`config.mk`:
```
export PLATFORM = sky130hd
export DESIGN_NAME = ascii_binary_expression_evaluator_unit
export DESIGN_NICKNAME = d
export VERILOG_FILES = /design/src/hw/rtl/abe_pkg.sv /design/src/hw/rtl/abe_front.sv /design/src/hw/rtl/abe_queue.sv /design/src/hw/rtl/abe_back.sv /design/src/hw/rtl/ascii_binary_expression_evaluator_unit.sv
export SDC_FILE = /design/constraint.sdc
export NUM_CORES = 1
export LEC_CHECK = 0
export BUFFER_PORTS_ARGS = -buffer_cell sky130_fd_sc_hd__buf_4
export CAP_MARGIN = 20
export CORE_MARGIN = 3
export CORE_UTILIZATION = 45
export CTS_BUF_LIST = sky130_fd_sc_hd__clkbuf_16
export DETAILED_ROUTE_END_ITERATION = 10
export PLACE_DENSITY = 0.65
export SYNTH_ARGS = -nofsm -noshare
export SYNTH_HDL_FRONTEND = slang
export SYNTH_HIERARCHICAL = 1
export SYNTH_SLANG_ARGS = --single-unit
```
`constraint.sdc`:
```
create_clock -name clk -period 5.9 [get_ports clk]
set_input_delay 0.885 -clock clk [delete_from_list [all_inputs] [get_ports clk]]
set_output_delay 0.885 -clock clk [all_outputs]
set_load 0.02 [all_outputs]
```
`src/hw/rtl/abe_pkg.sv`:
```
// abe_pkg: shared types, character codes and helpers for the expression evaluator
// used by abe_front, abe_queue, abe_back and ascii_binary_expression_evaluator_unit
// no dependencies
package abe_pkg;

	// width of one result value on the output port
	localparam int VALUE_BITS = 32;

	// number of finished expressions the queue between front and back can hold
	localparam int QUEUE_DEPTH = 2;

	// ascii codes the parser looks for
	localparam logic [7:0] CH_PLUS  = 8'h2B;
	localparam logic [7:0] CH_MINUS = 8'h2D;
	localparam logic [7:0] CH_STAR  = 8'h2A;
	localparam logic [7:0] CH_PCT   = 8'h25;
	localparam logic [7:0] CH_ZERO  = 8'h30;
	localparam logic [7:0] CH_NINE  = 8'h39;

	typedef enum logic [1:0] {
		OP_ADD = 2'd0,
		OP_SUB = 2'd1,
		OP_MUL = 2'd2,
		OP_MOD = 2'd3
	} abe_op_t;

	typedef enum logic [1:0] {
		ST_OK          = 2'd0,
		ST_MOD_ZERO    = 2'd1,
		ST_NON_DIGIT   = 2'd2,
		ST_NO_OPERATOR = 2'd3
	} abe_status_t;

	// control part of one queued expression
	typedef struct packed {
		abe_op_t     op;
		abe_status_t status;
	} job_ctrl_t;

	typedef enum logic [1:0] {
		BK_IDLE,
		BK_RUN,
		BK_HOLD
	} back_state_t;

	// operator character that belongs to an operation select
	function automatic logic [7:0] op_char(input abe_op_t op);
		logic [7:0] c;
		case (op)
			OP_ADD:  c = CH_PLUS;
			OP_SUB:  c = CH_MINUS;
			OP_MUL:  c = CH_STAR;
			OP_MOD:  c = CH_PCT;
			default: c = CH_PLUS;
		endcase
		return c;
	endfunction

endpackage

```
`src/hw/rtl/abe_front.sv`:
```
// abe_front: character parser, one item per cycle while accept is high, builds the operands of an expression
// depends on abe_pkg; pushes one job per expression into abe_queue
module abe_front import abe_pkg::*; #(
	parameter int WORD_BITS = 32
) (
	input  logic                 clk,
	input  logic                 arst_n,
	input  logic                 accept,
	input  logic [1:0]           action,
	input  logic [7:0]           character,
	input  logic                 last,
	output logic                 push,
	output job_ctrl_t            job_ctrl,
	output logic [WORD_BITS-1:0] job_a,
	output logic [WORD_BITS-1:0] job_b
);

	logic                 right_q, start_q, neg_q, nondigit_q;
	logic [WORD_BITS-1:0] acc_q, left_q;

	logic                 right_nxt, start_nxt, neg_nxt, nondigit_nxt;
	logic [WORD_BITS-1:0] acc_nxt, left_nxt;
	logic                 pos_zero, is_digit;
	abe_op_t              op;

	assign op       = abe_op_t'(action);
	assign pos_zero = start_q && !right_q;
	assign is_digit = (character >= CH_ZERO) && (character <= CH_NINE);

	// classify the character and work out the next parse state
	always_comb begin
		right_nxt    = right_q;
		start_nxt    = start_q;
		neg_nxt      = neg_q;
		nondigit_nxt = nondigit_q;
		acc_nxt      = acc_q;
		left_nxt     = left_q;
		if (!right_q && !pos_zero && character == op_char(op)) begin
			left_nxt  = neg_q ? (-acc_q) : acc_q;
			acc_nxt   = '0;
			neg_nxt   = 1'b0;
			start_nxt = 1'b1;
			right_nxt = 1'b1;
		end else if (start_q && character == CH_MINUS) begin
			neg_nxt   = 1'b1;
			start_nxt = 1'b0;
		end else if (is_digit) begin
			// acc * 10 + digit as two shifts and adds
			acc_nxt   = (acc_q << 3) + (acc_q << 1)
				+ {{(WORD_BITS-4){1'b0}}, character[3:0]};
			start_nxt = 1'b0;
		end else begin
			nondigit_nxt = 1'b1;
			start_nxt    = 1'b0;
		end
	end

	// job handed to the queue on the last character
	always_comb begin
		job_ctrl.op = op;
		if (nondigit_nxt) begin
			job_ctrl.status = ST_NON_DIGIT;
		end else if (!right_nxt) begin
			job_ctrl.status = ST_NO_OPERATOR;
		end else begin
			job_ctrl.status = ST_OK;
		end
		job_a = left_nxt;
		job_b = neg_nxt ? (-acc_nxt) : acc_nxt;
	end

	assign push = accept && last;

	// parse state, back to the start after the last character
	always_ff @(posedge clk or negedge arst_n) begin
		if (!arst_n) begin
			right_q    <= 1'b0;
			start_q    <= 1'b1;
			neg_q      <= 1'b0;
			nondigit_q <= 1'b0;
			acc_q      <= '0;
			left_q     <= '0;
		end else if (accept) begin
			if (last) begin
				right_q    <= 1'b0;
				start_q    <= 1'b1;
				neg_q      <= 1'b0;
				nondigit_q <= 1'b0;
				acc_q      <= '0;
				left_q     <= '0;
			end else begin
				right_q    <= right_nxt;
				start_q    <= start_nxt;
				neg_q      <= neg_nxt;
				nondigit_q <= nondigit_nxt;
				acc_q      <= acc_nxt;
				left_q     <= left_nxt;
			end
		end
	end

endmodule

```
`src/hw/rtl/abe_queue.sv`:
```
// abe_queue: short first-in first-out buffer of parsed expressions
// depends on abe_pkg for its depth
module abe_queue import abe_pkg::*; #(
	parameter int WIDTH = 68
) (
	input  logic             clk,
	input  logic             arst_n,
	input  logic             push,
	input  logic [WIDTH-1:0] wdata,
	input  logic             pop,
	output logic [WIDTH-1:0] rdata,
	output logic             full,
	output logic             empty
);

	localparam int PTR_BITS = (QUEUE_DEPTH > 1) ? $clog2(QUEUE_DEPTH) : 1;
	localparam int CNT_BITS = $clog2(QUEUE_DEPTH + 1);

	logic [WIDTH-1:0]    entry_q [QUEUE_DEPTH];
	logic [PTR_BITS-1:0] wptr_q, rptr_q;
	logic [CNT_BITS-1:0] count_q;

	assign full  = (count_q == CNT_BITS'(QUEUE_DEPTH));
	assign empty = (count_q == '0);
	assign rdata = entry_q[rptr_q];

	// entry storage
	always_ff @(posedge clk) begin
		if (push && !full) begin
			entry_q[wptr_q] <= wdata;
		end
	end

	// pointers and fill count
	always_ff @(posedge clk or negedge arst_n) begin
		if (!arst_n) begin
			wptr_q  <= '0;
			rptr_q  <= '0;
			count_q <= '0;
		end else begin
			if (push && !full) begin
				wptr_q <= (wptr_q == PTR_BITS'(QUEUE_DEPTH - 1)) ? '0 : wptr_q + 1'b1;
			end
			if (pop && !empty) begin
				rptr_q <= (rptr_q == PTR_BITS'(QUEUE_DEPTH - 1)) ? '0 : rptr_q + 1'b1;
			end
			case ({push && !full, pop && !empty})
				2'b10:   count_q <= count_q + 1'b1;
				2'b01:   count_q <= count_q - 1'b1;
				default: count_q <= count_q;
			endcase
		end
	end

endmodule

```
`src/hw/rtl/abe_back.sv`:
```
// abe_back: carries out one queued expression and holds the result item
// depends on abe_pkg; iterative shift-add multiply and restoring remainder unit
module abe_back import abe_pkg::*; #(
	parameter int WORD_BITS = 32
) (
	input  logic                  clk,
	input  logic                  arst_n,
	input  logic                  job_valid,
	input  job_ctrl_t             job_ctrl,
	input  logic [WORD_BITS-1:0]  job_a,
	input  logic [WORD_BITS-1:0]  job_b,
	output logic                  pop,
	output logic                  out_valid,
	input  logic                  out_stall,
	output logic [VALUE_BITS-1:0] value,
	output logic [1:0]            status
);

	localparam int CNT_BITS = $clog2(WORD_BITS);

	back_state_t          state_q, state_nxt;
	logic [WORD_BITS-1:0] x_q, y_q, r_q;
	logic [CNT_BITS-1:0]  cnt_q;
	logic                 is_mod_q, neg_q;
	abe_status_t          st_q;
	logic [WORD_BITS-1:0] res_q;
	logic                 out_valid_q;
	abe_status_t          out_status_q;
	logic [VALUE_BITS-1:0] out_value_q;

	logic                 slot_free, run_done;
	logic                 a_neg, b_neg;
	logic [WORD_BITS-1:0] a_mag, b_mag;
	logic [WORD_BITS-1:0] rem_sh, step_r;

	assign slot_free = !out_valid_q || !out_stall;
	assign run_done  = (cnt_q == CNT_BITS'(WORD_BITS - 1));
	assign pop       = (state_q == BK_IDLE) && job_valid;

	assign a_neg = job_a[WORD_BITS-1];
	assign b_neg = job_b[WORD_BITS-1];
	assign a_mag = a_neg ? (-job_a) : job_a;
	assign b_mag = b_neg ? (-job_b) : job_b;

	// one step of the shared unit: add for multiply, compare and subtract for remainder
	always_comb begin
		rem_sh = {r_q[WORD_BITS-2:0], x_q[WORD_BITS-1]};
		if (is_mod_q) begin
			step_r = (rem_sh >= y_q) ? (rem_sh - y_q) : rem_sh;
		end else begin
			step_r = y_q[0] ? (r_q + x_q) : r_q;
		end
	end

	// next state
	always_comb begin
		state_nxt = state_q;
		case (state_q)
			BK_IDLE: begin
				if (job_valid) begin
					if (job_ctrl.status == ST_OK
						&& (job_ctrl.op == OP_MUL
						|| (job_ctrl.op == OP_MOD && job_b != '0))) begin
						state_nxt = BK_RUN;
					end else begin
						state_nxt = BK_HOLD;
					end
				end
			end
			BK_RUN: begin
				if (run_done) begin
					state_nxt = BK_HOLD;
				end
			end
			BK_HOLD: begin
				if (slot_free) begin
					state_nxt = BK_IDLE;
				end
			end
			default: state_nxt = BK_IDLE;
		endcase
	end

	always_ff @(posedge clk or negedge arst_n) begin
		if (!arst_n) begin
			state_q <= BK_IDLE;
		end else begin
			state_q <= state_nxt;
		end
	end

	// operand and result registers
	always_ff @(posedge clk) begin
		case (state_q)
			BK_IDLE: begin
				if (job_valid) begin
					cnt_q    <= '0;
					r_q      <= '0;
					is_mod_q <= (job_ctrl.op == OP_MOD);
					neg_q    <= a_neg;
					x_q      <= (job_ctrl.op == OP_MOD) ? a_mag : job_a;
					y_q      <= (job_ctrl.op == OP_MOD) ? b_mag : job_b;
					if (job_ctrl.status != ST_OK) begin
						st_q  <= job_ctrl.status;
						res_q <= '0;
					end else begin
						case (job_ctrl.op)
							OP_ADD: begin
								st_q  <= ST_OK;
								res_q <= job_a + job_b;
							end
							OP_SUB: begin
								st_q  <= ST_OK;
								res_q <= job_a - job_b;
							end
							OP_MOD: begin
								st_q  <= (job_b == '0) ? ST_MOD_ZERO : ST_OK;
								res_q <= '0;
							end
							default: begin
								st_q  <= ST_OK;
								res_q <= '0;
							end
						endcase
					end
				end
			end
			BK_RUN: begin
				r_q   <= step_r;
				cnt_q <= cnt_q + 1'b1;
				x_q   <= x_q << 1;
				if (!is_mod_q) begin
					y_q <= y_q >> 1;
				end
				if (run_done) begin
					if (is_mod_q && neg_q) begin
						res_q <= -step_r;
					end else begin
						res_q <= step_r;
					end
				end
			end
			default: begin
				res_q <= res_q;
			end
		endcase
	end

	// output register, loads while empty or while its item is taken
	always_ff @(posedge clk or negedge arst_n) begin
		if (!arst_n) begin
			out_valid_q <= 1'b0;
		end else if (slot_free) begin
			out_valid_q <= (state_q == BK_HOLD);
		end
	end

	always_ff @(posedge clk) begin
		if (state_q == BK_HOLD && slot_free) begin
			out_value_q  <= VALUE_BITS'(signed'(res_q));
			out_status_q <= st_q;
		end
	end

	assign out_valid = out_valid_q;
	assign value     = out_value_q;
	assign status    = out_status_q;

endmodule

```
`src/hw/rtl/ascii_binary_expression_evaluator_unit.sv`:
```
// ascii_binary_expression_evaluator_unit: top level of the ascii expression evaluator
// depends on abe_pkg, abe_front, abe_queue and abe_back
//
//   channel   handshake           fields
//   input     in_valid/in_stall   action[1:0], character[7:0], last
//   output    out_valid/out_stall value[31:0] signed, status[1:0]
//
// the front takes one character item per cycle; in_stall rises only while the
// expression queue (two entries) is full
// add and subtract are computed as the job is taken from the queue; multiply and modulo
// run one step per cycle through the shared shift-add unit
// no clearing pass: the block accepts items in the first cycle after reset
// a waiting result sits in the output register while the next job runs
module ascii_binary_expression_evaluator_unit import abe_pkg::*; #(
	parameter int WORD_BITS = 32
) (
	input  logic                  clk,
	input  logic                  arst_n,
	input  logic                  in_valid,
	output logic                  in_stall,
	input  logic [1:0]            action,
	input  logic [7:0]            character,
	input  logic                  last,
	output logic                  out_valid,
	input  logic                  out_stall,
	output logic [VALUE_BITS-1:0] value,
	output logic [1:0]            status
);

	localparam int JOB_BITS = $bits(job_ctrl_t) + 2 * WORD_BITS;

	logic                 accept, push, pop, full, empty;
	job_ctrl_t            f_ctrl, b_ctrl;
	logic [WORD_BITS-1:0] f_a, f_b, b_a, b_b;
	logic [JOB_BITS-1:0]  q_rdata;

	assign in_stall = full;
	assign accept   = in_valid && !in_stall;

	// character parser
	abe_front #(
		.WORD_BITS (WORD_BITS)
	) u_front (
		.clk       (clk),
		.arst_n    (arst_n),
		.accept    (accept),
		.action    (action),
		.character (character),
		.last      (last),
		.push      (push),
		.job_ctrl  (f_ctrl),
		.job_a     (f_a),
		.job_b     (f_b)
	);

	// parsed expressions waiting for the back end
	abe_queue #(
		.WIDTH (JOB_BITS)
	) u_queue (
		.clk    (clk),
		.arst_n (arst_n),
		.push   (push),
		.wdata  ({f_ctrl, f_a, f_b}),
		.pop    (pop),
		.rdata  (q_rdata),
		.full   (full),
		.empty  (empty)
	);

	assign {b_ctrl, b_a, b_b} = q_rdata;

	// arithmetic and result item
	abe_back #(
		.WORD_BITS (WORD_BITS)
	) u_back (
		.clk       (clk),
		.arst_n    (arst_n),
		.job_valid (!empty),
		.job_ctrl  (b_ctrl),
		.job_a     (b_a),
		.job_b     (b_b),
		.pop       (pop),
		.out_valid (out_valid),
		.out_stall (out_stall),
		.value     (value),
		.status    (status)
	);

endmodule

```
==> results of run 1 <==
report_power, final:
part	internal, uW	switching (uW)	leakage [uW]	total (uW)
combinational	4430	7840	0.00706	12300
sequential	4070	540	0.00396	4610
clock	1330	1060	0.000621	2390
cell usage in the layout, fill, tap and decap left out, types with 25 or more instances in the layout:
| cell type | count |
|---|---|
| buf_4 | 91 |
| and2_1 | 35 |
| inv_1 | 105 |
| and3_1 | 28 |
| nand2b_1 | 27 |
| nor2_1 | 207 |
| o21a_1 | 32 |
| nor3_1 | 61 |
| a31oi_1 | 31 |
| a22o_1 | 43 |
| a211oi_1 | 36 |
| nand2_1 | 286 |
| o22ai_1 | 37 |
| xnor2_1 | 156 |
| ha_1 | 161 |
| nand3_1 | 56 |
| xor2_1 | 100 |
| nor4_1 | 29 |
| a21oi_1 | 178 |
| a21o_1 | 49 |
| clkbuf_16 | 40 |
| nand4_1 | 35 |
| o21ai_0 | 197 |
| o31ai_1 | 26 |
| dfrtp_1 | 73 |
| nor2b_1 | 25 |
| mux2_2 | 63 |
| edfxtp_1 | 307 |
registers in the layout (all words and copies together), names as in the netlist, 2 cells and up:
name / flops
u_back/r_q: 32
u_back/st_q: 2
u_queue/entry_q: 136
u_back/value: 32
u_back/status: 2
u_front/acc_q: 32
u_front/left_q: 32
u_back/cnt_q: 5
u_back/state_q: 2
u_back/y_q: 32
u_queue/count_q: 2
u_back/x_q: 32
u_back/res_q: 32
cells in the mapped netlist (8+ instances only):
| cell type | n |
|---|---|
| a31oi_1 | 31 |
| o2bb2ai_1 | 10 |
| dfrtp_1 | 74 |
| and2_1 | 35 |
| o21ai_0 | 198 |
| nand3_1 | 56 |
| nor3_1 | 62 |
| a21boi_0 | 8 |
| nand2b_1 | 28 |
| o21ai_1 | 18 |
| a21oi_1 | 179 |
| mux2_4 | 10 |
| ha_1 | 161 |
| o31ai_1 | 26 |
| o21bai_1 | 10 |
| mux2_2 | 63 |
| o22ai_1 | 37 |
| or3_1 | 22 |
| nor4_1 | 30 |
| mux2i_1 | 22 |
| buf_2 | 26 |
| a32o_1 | 8 |
| edfxtp_1 | 307 |
| a21o_1 | 49 |
| o21a_1 | 32 |
| xnor2_1 | 156 |
| a22o_1 | 43 |
| or2_2 | 10 |
| a311oi_1 | 8 |
| nand4_1 | 35 |
| a211oi_1 | 36 |
| nor2_1 | 210 |
| clkbuf_1 | 101 |
| and3_1 | 30 |
| inv_1 | 99 |
| xor2_1 | 100 |
| buf_1 | 9 |
| a211o_1 | 11 |
| nand2_1 | 287 |
| nor2b_1 | 26 |
| o211ai_1 | 22 |
| or4_1 | 11 |
cell families after synthesis:
family	count (synthesis)	synth area share (%)
XOR/XNOR	256	8.04
AO/OA/AOI/OAI	853	20.8
buffers and inverters	250	3.79
flip-flops	382	39.8
adder cells (fa/ha/maj)	166	7.58
multiplexers	95	3.87
AND/OR/NAND/NOR	899	16.1
area by class of cell:
| cell class | count | area, um2 |
|---|---|---|
| clock inverters | 31 | 230 |
| multi-input cells | 2269 | 15800 |
| inverters | 100 | 375 |
| well taps | 782 | 978 |
| clock buffers | 40 | 1000 |
| diodes | 1 | 2.50 |
| repair buffers | 91 | 683 |
| flip-flops and latches | 382 | 11100 |
| fillers | 5539 | 30600 |
metrics by stage:
stage | power (uW) | worst slack (ns) | util (%)
3_3_place_gp | 16500 | 0.572 | 47.6
5_1_grt | 20500 | 0.000508 | 49.6
3_5_place_dp | 16600 | 0.464 | 47.6
6_report | 19300 | 0.407 | 49.6
4_1_cts | 19100 | 0.429 | 49.6
2_1_floorplan | 13200 | 0.702 | -
worst max-delay path: cells and delay by family, from the launching register on:
family                   cells  cell delay (ns)
multiplexers                 2             0.79
AND/OR/NAND/NOR              2             0.36
buffers and inverters        1             0.38
flip-flops                   1             0.44
AO/OA/AOI/OAI                9             2.73
XOR/XNOR                     1             0.17
adder cells (fa/ha/maj)      1             0.30
routing by layer:
metal	vias up	wire length (um)	track usage [%]
met5	-	0	0
met1	11132	36500	34.7
met2	787	39600	42.7
li1	10831	-	-
met3	145	4420	1.99
met4	0	2710	8.03
path summary, 6_finish.rpt:
path / end / startpoint / cells after the start
max: u_back/res_q[27] / u_queue/rptr_q / 16
min: u_front/left_q[5] / arst_n / 1
max reg2reg: u_back/res_q[27] / u_queue/rptr_q / 16
min reg2reg: u_back/value[4] / u_back/res_q[4] / 0
max in group asynchronous: u_back/out_valid / arst_n / 2
min in group clk: u_back/value[4] / u_back/res_q[4] / 0
==> metrics.txt, run 1 <==
CTS tree=built; routed len/inst=22.5 um; hold slack final=0.192 ns; Detailed Place HPWL=64.0 mm; initial antenna violation count=1; Post CTS Setup Buffer Count=0; largest cells by area after synthesis=edfxtp_1 33%, ha_1 7.2%, dfrtp_1 6.6%; Vias=22,895; actual slew at the worst max-slew pin=1.06 ns; gr usage total=25.3%; Slew Viols, Final=0; Crit Path Class=flip-flop to flip-flop; First-pass DRT Iterations=8; RSZ-0062 raised after global routing=false; crit path launch type=flip-flop; Critical Path Max Stage Delay=0.54 ns; H-tree depth=2; P_leak=0.0116 uW; Final min period=5.49 ns; CP required=6.16 ns; RePlAce Congestion=0.945; row cnt=90; Yosys reg bits=382; vias in the first global route=21,995; crit path DAT=5.76 ns; DP Area=0.0289 mm2; layout cells sized above 1=10.6%; core area=0.0608 mm2; synthesized area per cell=9.61 um2; Synth Instances=2,901; antenna viol nets, final=0; first-iteration detailed-routing DRC count=1,899; largest net degree at the start of global routing=82; ys flop type=edfxtp_1; Die X=255 um; status=finished clean; CP Max Fanout=27; Final nets=3,065; chip height=255 um; CTS resizes=0; peak supply drop=0.000300 V; Ys Warns=6; Total Wirelength=83.2 mm; Setup violations, final=0; clock sink count=382; area delta synth->final=8.13%; flop2flop setup slack=0.41 ns; Seq/Total Area, Yosys=39.8%; Clock Tree Root=clkbuf_16; asr flop ratio synth=19.6%; GRT overflow=0; Relative slew margins=29.4%; Initial Utilization=45.9%; Pwr Density=639 mW/mm2; largest area contributor in the synthesized netlist=edfxtp_1; Finished Cell Area=0.0302 mm2; FMAX=0.182 GHz; drc violations=0; fin crit share=93.1%; IO Port Bufs=50; max_cap viols=0; EDFF count, synth=307; first-pass GRT wire length=128 mm; Worst Skew=0.0220 ns; Netlist cell types=125; CP Capture Type=flip-flop; io pins=51; CTS max path bufs=3; top-area cell type share of the netlist area=33.1%; Worst-Skew Late Latency=0.56 ns; Crit path top cell by count=o21ai_0; CTS Hold Bufs=0; Mapped Area=0.0279 mm2; TritonCTS buffer count=40; Post-Layout Cell Count=3,696; final hold violation count=0; critical path, cell by cell=buf_4 > mux2_2 > nand2b_1 > mux2i_1 > ha_1 > nor2b_1 > o31ai_1 > a311oi_1 > a221oi_1 > o21ai_0 > o21ai_0 > o21ai_0 > o22a_1 > a31oi_1 > xor2_1 > o22ai_1; syn nets=3,082; placed cells=3,624; slowest CP cell=a221oi_1; Clock transition at path regs=0.06 ns; vias per cell=6.19; sum of negative setup slack=0 ns; class of the worst hold path=primary input to async pin; die area=0.0650 mm2
No activity file was read; power rests on OpenSTA's default activity.
==> inputs of run 2 (changes only) <==
- CORE_ASPECT_RATIO: default -> 0.75
- HOLD_SLACK_MARGIN: default -> 0.02
==> run 2 against run 1 <==
  * Die area about the same
  * Utilization up 0.25 points
  * First-iteration DRC count up 38%
  * Sequential cell count unchanged
  * Final cell count up 0.62%
  * Non-clock buffer count up 5
  * Count of clock-buffer cells in the layout up 2
  * Critical path depth up 3
  * Register-to-register slack worse by 0.02 ns
  * Clock power up 10%
  * Global-route usage up 0.068 points
  * Via count up 2.0%
  * Critical path type unchanged
  * Critical endpoint is now u_back/res_q[30]
  * Highest routed layer is now met5
==> metrics.txt, run 2 (synthesized netlist as in run 1, its figures left out) <==
Setup violations, final=0 (unchanged); Post-Layout Cell Count=3,719 (+0.62%); Initial Utilization=45.8% (-0.068 points); CP Capture Type=flip-flop; r2r endpoint=u_back/res_q[30]; class of the worst hold path=primary input to async pin; antenna viol nets, final=0 (unchanged); max_cap viols=0 (unchanged); Clock transition at path regs=0.07 ns (about the same); area delta synth->final=8.83%; crit path DAT=5.82 ns (+0.06 ns); vias per cell=6.28 (+1.4%); die area=0.0650 mm2 (about the same); core area=0.0609 mm2 (+0.15%); TritonCTS buffer count=39 (-2.5%); CTS max path bufs=3 (unchanged); commonest non-fill, non-tap cell in the layout=edfxtp_1; peak supply drop=0.000296 V (-1.3%); Slew Viols, Final=0 (unchanged); IO Port Bufs=50 (unchanged); crit path launch type=flip-flop; RSZ-0062 raised after global routing=false; First-pass DRT Iterations=6 (-2); Finished Cell Area=0.0304 mm2 (+0.64%); final hold violation count=0 (unchanged); gr usage total=25.3% (+0.068 points); Detailed Place HPWL=65.2 mm (+1.9%); fin crit share=93.5% (+0.39 points); chip height=222 um (-13%); Vias=23,354 (+2.0%); io pins=51 (unchanged); vias in the first global route=21,466 (-2.4%); Worst Setup EP=u_back/res_q[30]; CTS tree=built; FMAX=0.181 GHz (-0.42%); antenna cells=0 (-1); Total Wirelength=85.2 mm (+2.3%); initial antenna violation count=5 (+4); max reg flops=136 (unchanged); placed cells=3,647 (+0.63%); CTS Hold Bufs=0 (unchanged); RePlAce Congestion=0.976 (+3.3%); Relative slew margins=27.6% (-1.8 points); CTS resizes=0 (unchanged); layout cells sized above 1=11.1% (+0.46 points); CP required=6.20 ns (+0.04 ns); largest net degree at the start of global routing=79 (-3.7%); Most flops, register=u_queue/entry_q; Worst Skew=0.0213 ns (-0.000710 ns); drc violations=0 (unchanged); Pwr Density=646 mW/mm2 (+1.1%); row cnt=78 (-13%); Post CTS Setup Buffer Count=0 (unchanged); Worst-Skew Late Latency=0.55 ns (about the same); hold slack final=0.208 ns (+0.0155 ns); Clock Tree Root=clkbuf_16; cells on worst reg2reg path=19 (+3); Final min period=5.52 ns (+0.0230 ns); commonest non-fill, non-tap cells in the layout=307 x edfxtp_1, 286 x nand2_1, 207 x nor2_1, 197 x o21ai_0, 178 x a21oi_1; clock sink count=382 (unchanged); P_leak=0.0117 uW (+0.83%); GRT overflow=0 (unchanged); CP Max Fanout=7 (-74%); H-tree depth=2 (unchanged); sum of negative setup slack=0 ns (unchanged); actual slew at the worst max-slew pin=1.08 ns (+0.0209 ns); crit path launch=u_queue/rptr_q; status=finished clean; first-iteration detailed-routing DRC count=2,618 (+38%); first-pass GRT wire length=130 mm (+1.2%); DP Area=0.0290 mm2 (+0.23%); Crit Path Class=flip-flop to flip-flop; routed len/inst=22.9 um (+1.7%); worst r2r src=u_queue/rptr_q; flop2flop setup slack=0.38 ns (-0.02 ns); Die X=293 um (+15%); Final nets=3,069 (+0.13%)
-- run 2: metal layers --
layer / track usage, % / vias up / wire length [um]
li1: - / 10838 / -
met1: 40.2 / 11421 / 41200
met2: 36.0 / 978 / 35100
met3: 3.88 / 113 / 7170
met4: 5.16 / 4 / 1650
met5: 0 / - / 27
-- run 2: where the power goes --
group          total, uW  internal (uW)  switching (uW)
combinational      12300           4480            7840
clock               2630           1530            1100
sequential          4670           4080             592
-- run 2: how the worst min path moves through the flow --
stage                                start                 end  slack [ns]
after floorplan             u_back/st_q[0]    u_back/status[0]        0.40
after global placement      u_back/st_q[1]    u_back/status[1]        0.41
after detailed placement  u_back/res_q[20]    u_back/value[20]        0.41
after CTS                           arst_n  u_front/left_q[25]        0.20
after global routing                arst_n  u_front/left_q[29]        0.21
final                               arst_n  u_front/left_q[29]        0.21
-- run 2: worst max-delay path, stage by stage (launching register included) --
cell and delay (ns):
dfrtp_2 0.44, mux2_2 0.40, nor3_1 0.31, and3_1 0.24, nor3b_1 0.32, nand3_1 0.27
nor4_1 0.44, nand2_1 0.21, nor3_1 0.29, nor2_1 0.11, xnor2_1 0.14, ha_1 0.33
inv_1 0.13, o21bai_1 0.12, a221o_1 0.41, a211o_1 0.30, or2_2 0.29, and2_1 0.16
mux2i_1 0.12, a22o_1 0.24
-- run 2: layout make-up --
cell class / instances / area (um2)
clock buffers: 42 / 1050
clock inverters: 30 / 305
fillers: 5507 / 30500
inverters: 100 / 375
multi-input cells: 2269 / 15800
flip-flops and latches: 382 / 11100
well taps: 800 / 1000
repair buffers: 96 / 721
-- run 2: stage by stage --
stage | util [%] | power (uW) | worst slack (ns)
after floorplan | - | 13200 | 0.702
after global placement | 47.6 | 16600 | 0.524
final | 49.8 | 19600 | 0.384
after global routing | 49.8 | 20900 | 0.0940
after detailed placement | 47.6 | 16700 | 0.439
after CTS | 49.8 | 19400 | 0.388
==> inputs of run 3 (changes only) <==
- PLACE_DENSITY: 0.65 -> 0.68
- clock period: 5.9 -> 5 ns (I/O delays scaled with it)
==> run 3 against run 2 <==
  * Non-clock buffer count is 117 higher
  * Clock skew is 0.011 ns higher
  * Highest routed layer is now met4
  * Count of clock-buffer cells in the layout is 1 lower
  * Critical endpoint is now u_back/res_q[28]
  * The run now ends with negative setup slack left
  * First-iteration DRC count is 9.7% higher
  * Routed wire length is 2.7% higher
  * Clock power is 19% higher
  * Register-to-register slack worse by 0.41 ns
  * Sequential share of layout area is 1.3 points lower
  * Combinational power is 29% higher
  * Design area is 3.8% higher
==> metrics.txt, run 3 (synthesized netlist as in run 1, its figures left out) <==
status=finished, violations left; violated checks=negative setup slack; Clock transition at path regs=0.07 ns (about the same); Clock Tree Root=clkbuf_16; peak supply drop=0.000336 V (+13%); crit path DAT=5.27 ns (-0.55 ns); commonest non-fill, non-tap cell in the layout=edfxtp_1; Post-Layout Cell Count=3,835 (+3.1%); part of the power in combinational logic=64.7% (+1.9 points); max reg flops=136 (unchanged); routed len/inst=22.8 um (-0.39%); vias in the first global route=22,290 (+3.8%); CTS tree=built; Worst Skew=0.0319 ns (+0.0106 ns); crit path launch type=flip-flop; commonest non-fill, non-tap cells in the layout=307 x edfxtp_1, 285 x nand2_1, 208 x buf_4, 203 x nor2_1, 193 x o21ai_0; Final WS setup=-0.0252 ns (-0.410 ns); Total Wirelength=87.5 mm (+2.7%); Pwr Density=779 mW/mm2 (+21%); Finished Cell Area=0.0315 mm2 (+3.8%); Pint=12,900 uW (+28%); CP Max Fanout=8 (+1); RSZ-0062 raised after global routing=true; fin crit share=101% (+7.0 points); CTS Hold Bufs=0 (unchanged); final core utilization=51.8% (+1.9 points); gr usage total=25.7% (+0.41 points); Crit Path Class=flip-flop to flip-flop; chip height=222 um (unchanged); Final min period=5.03 ns (-0.490 ns); io pins=51 (unchanged); antenna cells=0 (unchanged); Initial Utilization=45.8% (unchanged); First-pass DRT Iterations=6 (unchanged); first-iteration detailed-routing DRC count=2,871 (+9.7%); placed cells=3,760 (+3.1%); Relative slew margins=24.1% (-3.4 points); final hold violation count=0 (unchanged); Vias=23,922 (+2.4%); P_leak=0.0124 uW (+5.5%); Psw=11,700 uW (+23%); FMAX=0.199 GHz (+9.8%); CP Capture Type=flip-flop; Setup violations, final=1 (+1); area delta synth->final=13.0%; drc violations=0 (unchanged); core area=0.0609 mm2 (unchanged); class of the worst hold path=primary input to async pin; die area=0.0650 mm2 (unchanged); row cnt=78 (unchanged); Sequential Area=0.0111 mm2 (unchanged); Clock power frac=12.7% (-0.7 points); max_cap viols=0 (unchanged); RePlAce Congestion=0.969 (-0.75%); Worst-Skew Late Latency=0.56 ns (about the same); antenna viol nets, final=0 (unchanged); sw frac=47.6% (-1.0 points); DP Area=0.0299 mm2 (+3.0%); CP required=5.25 ns (-0.95 ns); Die X=293 um (unchanged); initial antenna violation count=6 (+1); clock sink count=382 (unchanged); vias per cell=6.24 (-0.67%); Slew Viols, Final=0 (unchanged); Final nets=3,186 (+3.8%); CTS max path bufs=3 (unchanged); actual slew at the worst max-slew pin=1.13 ns (+0.0513 ns); hold slack final=0.241 ns (+0.0330 ns); Detailed Place HPWL=66.9 mm (+2.6%); largest net degree at the start of global routing=101 (+28%); IO Port Bufs=50 (unchanged); GRT overflow=0 (unchanged); Power Total=24,600 uW (+25%); TritonCTS buffer count=39 (unchanged); layout cells sized above 1=15.5% (+4.5 points); part of the power in registers=22.6% (-1.2 points); H-tree depth=2 (unchanged); Multi-input gate area=0.0160 mm2 (+1.5%); Most flops, register=u_queue/entry_q; first-pass GRT wire length=133 mm (+2.1%); fill cell count=5,504 (-0.054%)
run 3: cell types whose count changed in the layout (fill, tap and decap cells not counted), sizes merged:
cell / change
bufinv: +2
buf: +117
clkbuf: -1
clkinvlp: +3
inv: -5
run 3: metrics by stage:
stage                     TNS [ns]  setup slack [ns]
after detailed placement    -0.213            -0.126
after global placement           0            0.0145
after global routing        -0.450            -0.236
after CTS                  -0.0763           -0.0232
final                      -0.0252           -0.0252
after floorplan                  0            0.0327
run 3: layout make-up:
type,instances,area share [%]
Timing Repair Buffer,213,5.21
Multi-Input combinational cell,2269,50.9
Clock inverter,30,1.07
Tap cell,800,3.18
Clock buffer,41,3.26
Sequential cell,382,35.2
Inverter,100,1.19
run 3: layer usage:
metal | vias up | routed length [um] | track usage [%]
met3 | 102 | 7590 | 4.66
met2 | 1040 | 36800 | 37.6
met4 | 0 | 1230 | 4.02
met1 | 11734 | 41800 | 40.1
li1 | 11046 | - | -
met5 | - | 0 | 0
run 3: worst paths after layout:
kind / from / to / slack (ns) / cells past startpoint
max: u_queue/rptr_q / u_back/res_q[28] / -0.03 / 20
min: arst_n / u_front/acc_q[28] / 0.24 / 1
max reg2reg: u_queue/rptr_q / u_back/res_q[28] / -0.03 / 20
min reg2reg: u_back/res_q[2] / u_back/value[2] / 0.42 / 0
max in group asynchronous: arst_n / u_queue/rptr_q / 3.81 / 2
min in group clk: u_back/res_q[2] / u_back/value[2] / 0.42 / 0
run 3: critical path, stage by stage (launching register included):
cell,delay (ns)
dfrtp_2,0.50
mux2_4,0.35
nor3_4,0.21
and3_1,0.23
nor3b_4,0.34
nand2_1,0.12
nand2_1,0.09
xor2_1,0.17
ha_1,0.27
a21oi_1,0.27
o221ai_2,0.15
a21o_1,0.20
nor2_2,0.15
o221a_4,0.23
nor2b_4,0.05
a221o_1,0.35
a211o_1,0.33
or2_4,0.24
a21oi_2,0.15
xor2_1,0.20
o22ai_1,0.13
run 3: power by group through the flow:
stage / Combinational, uW / Clock, uW / Sequential, uW
floorplan: 10200 / 0 / 5410
global placement: 14900 / 0 / 5550
detailed placement: 15200 / 0 / 5580
CTS: 15300 / 3170 / 5520
global route: 17100 / 3300 / 5620
finish: 15900 / 3120 / 5550
run 3: what timing repair did:
action,in CTS,in global routing
pin swaps,0,17
buffers inserted,0,4
gates resized for setup,9,54
setup endpoints to repair,5,10
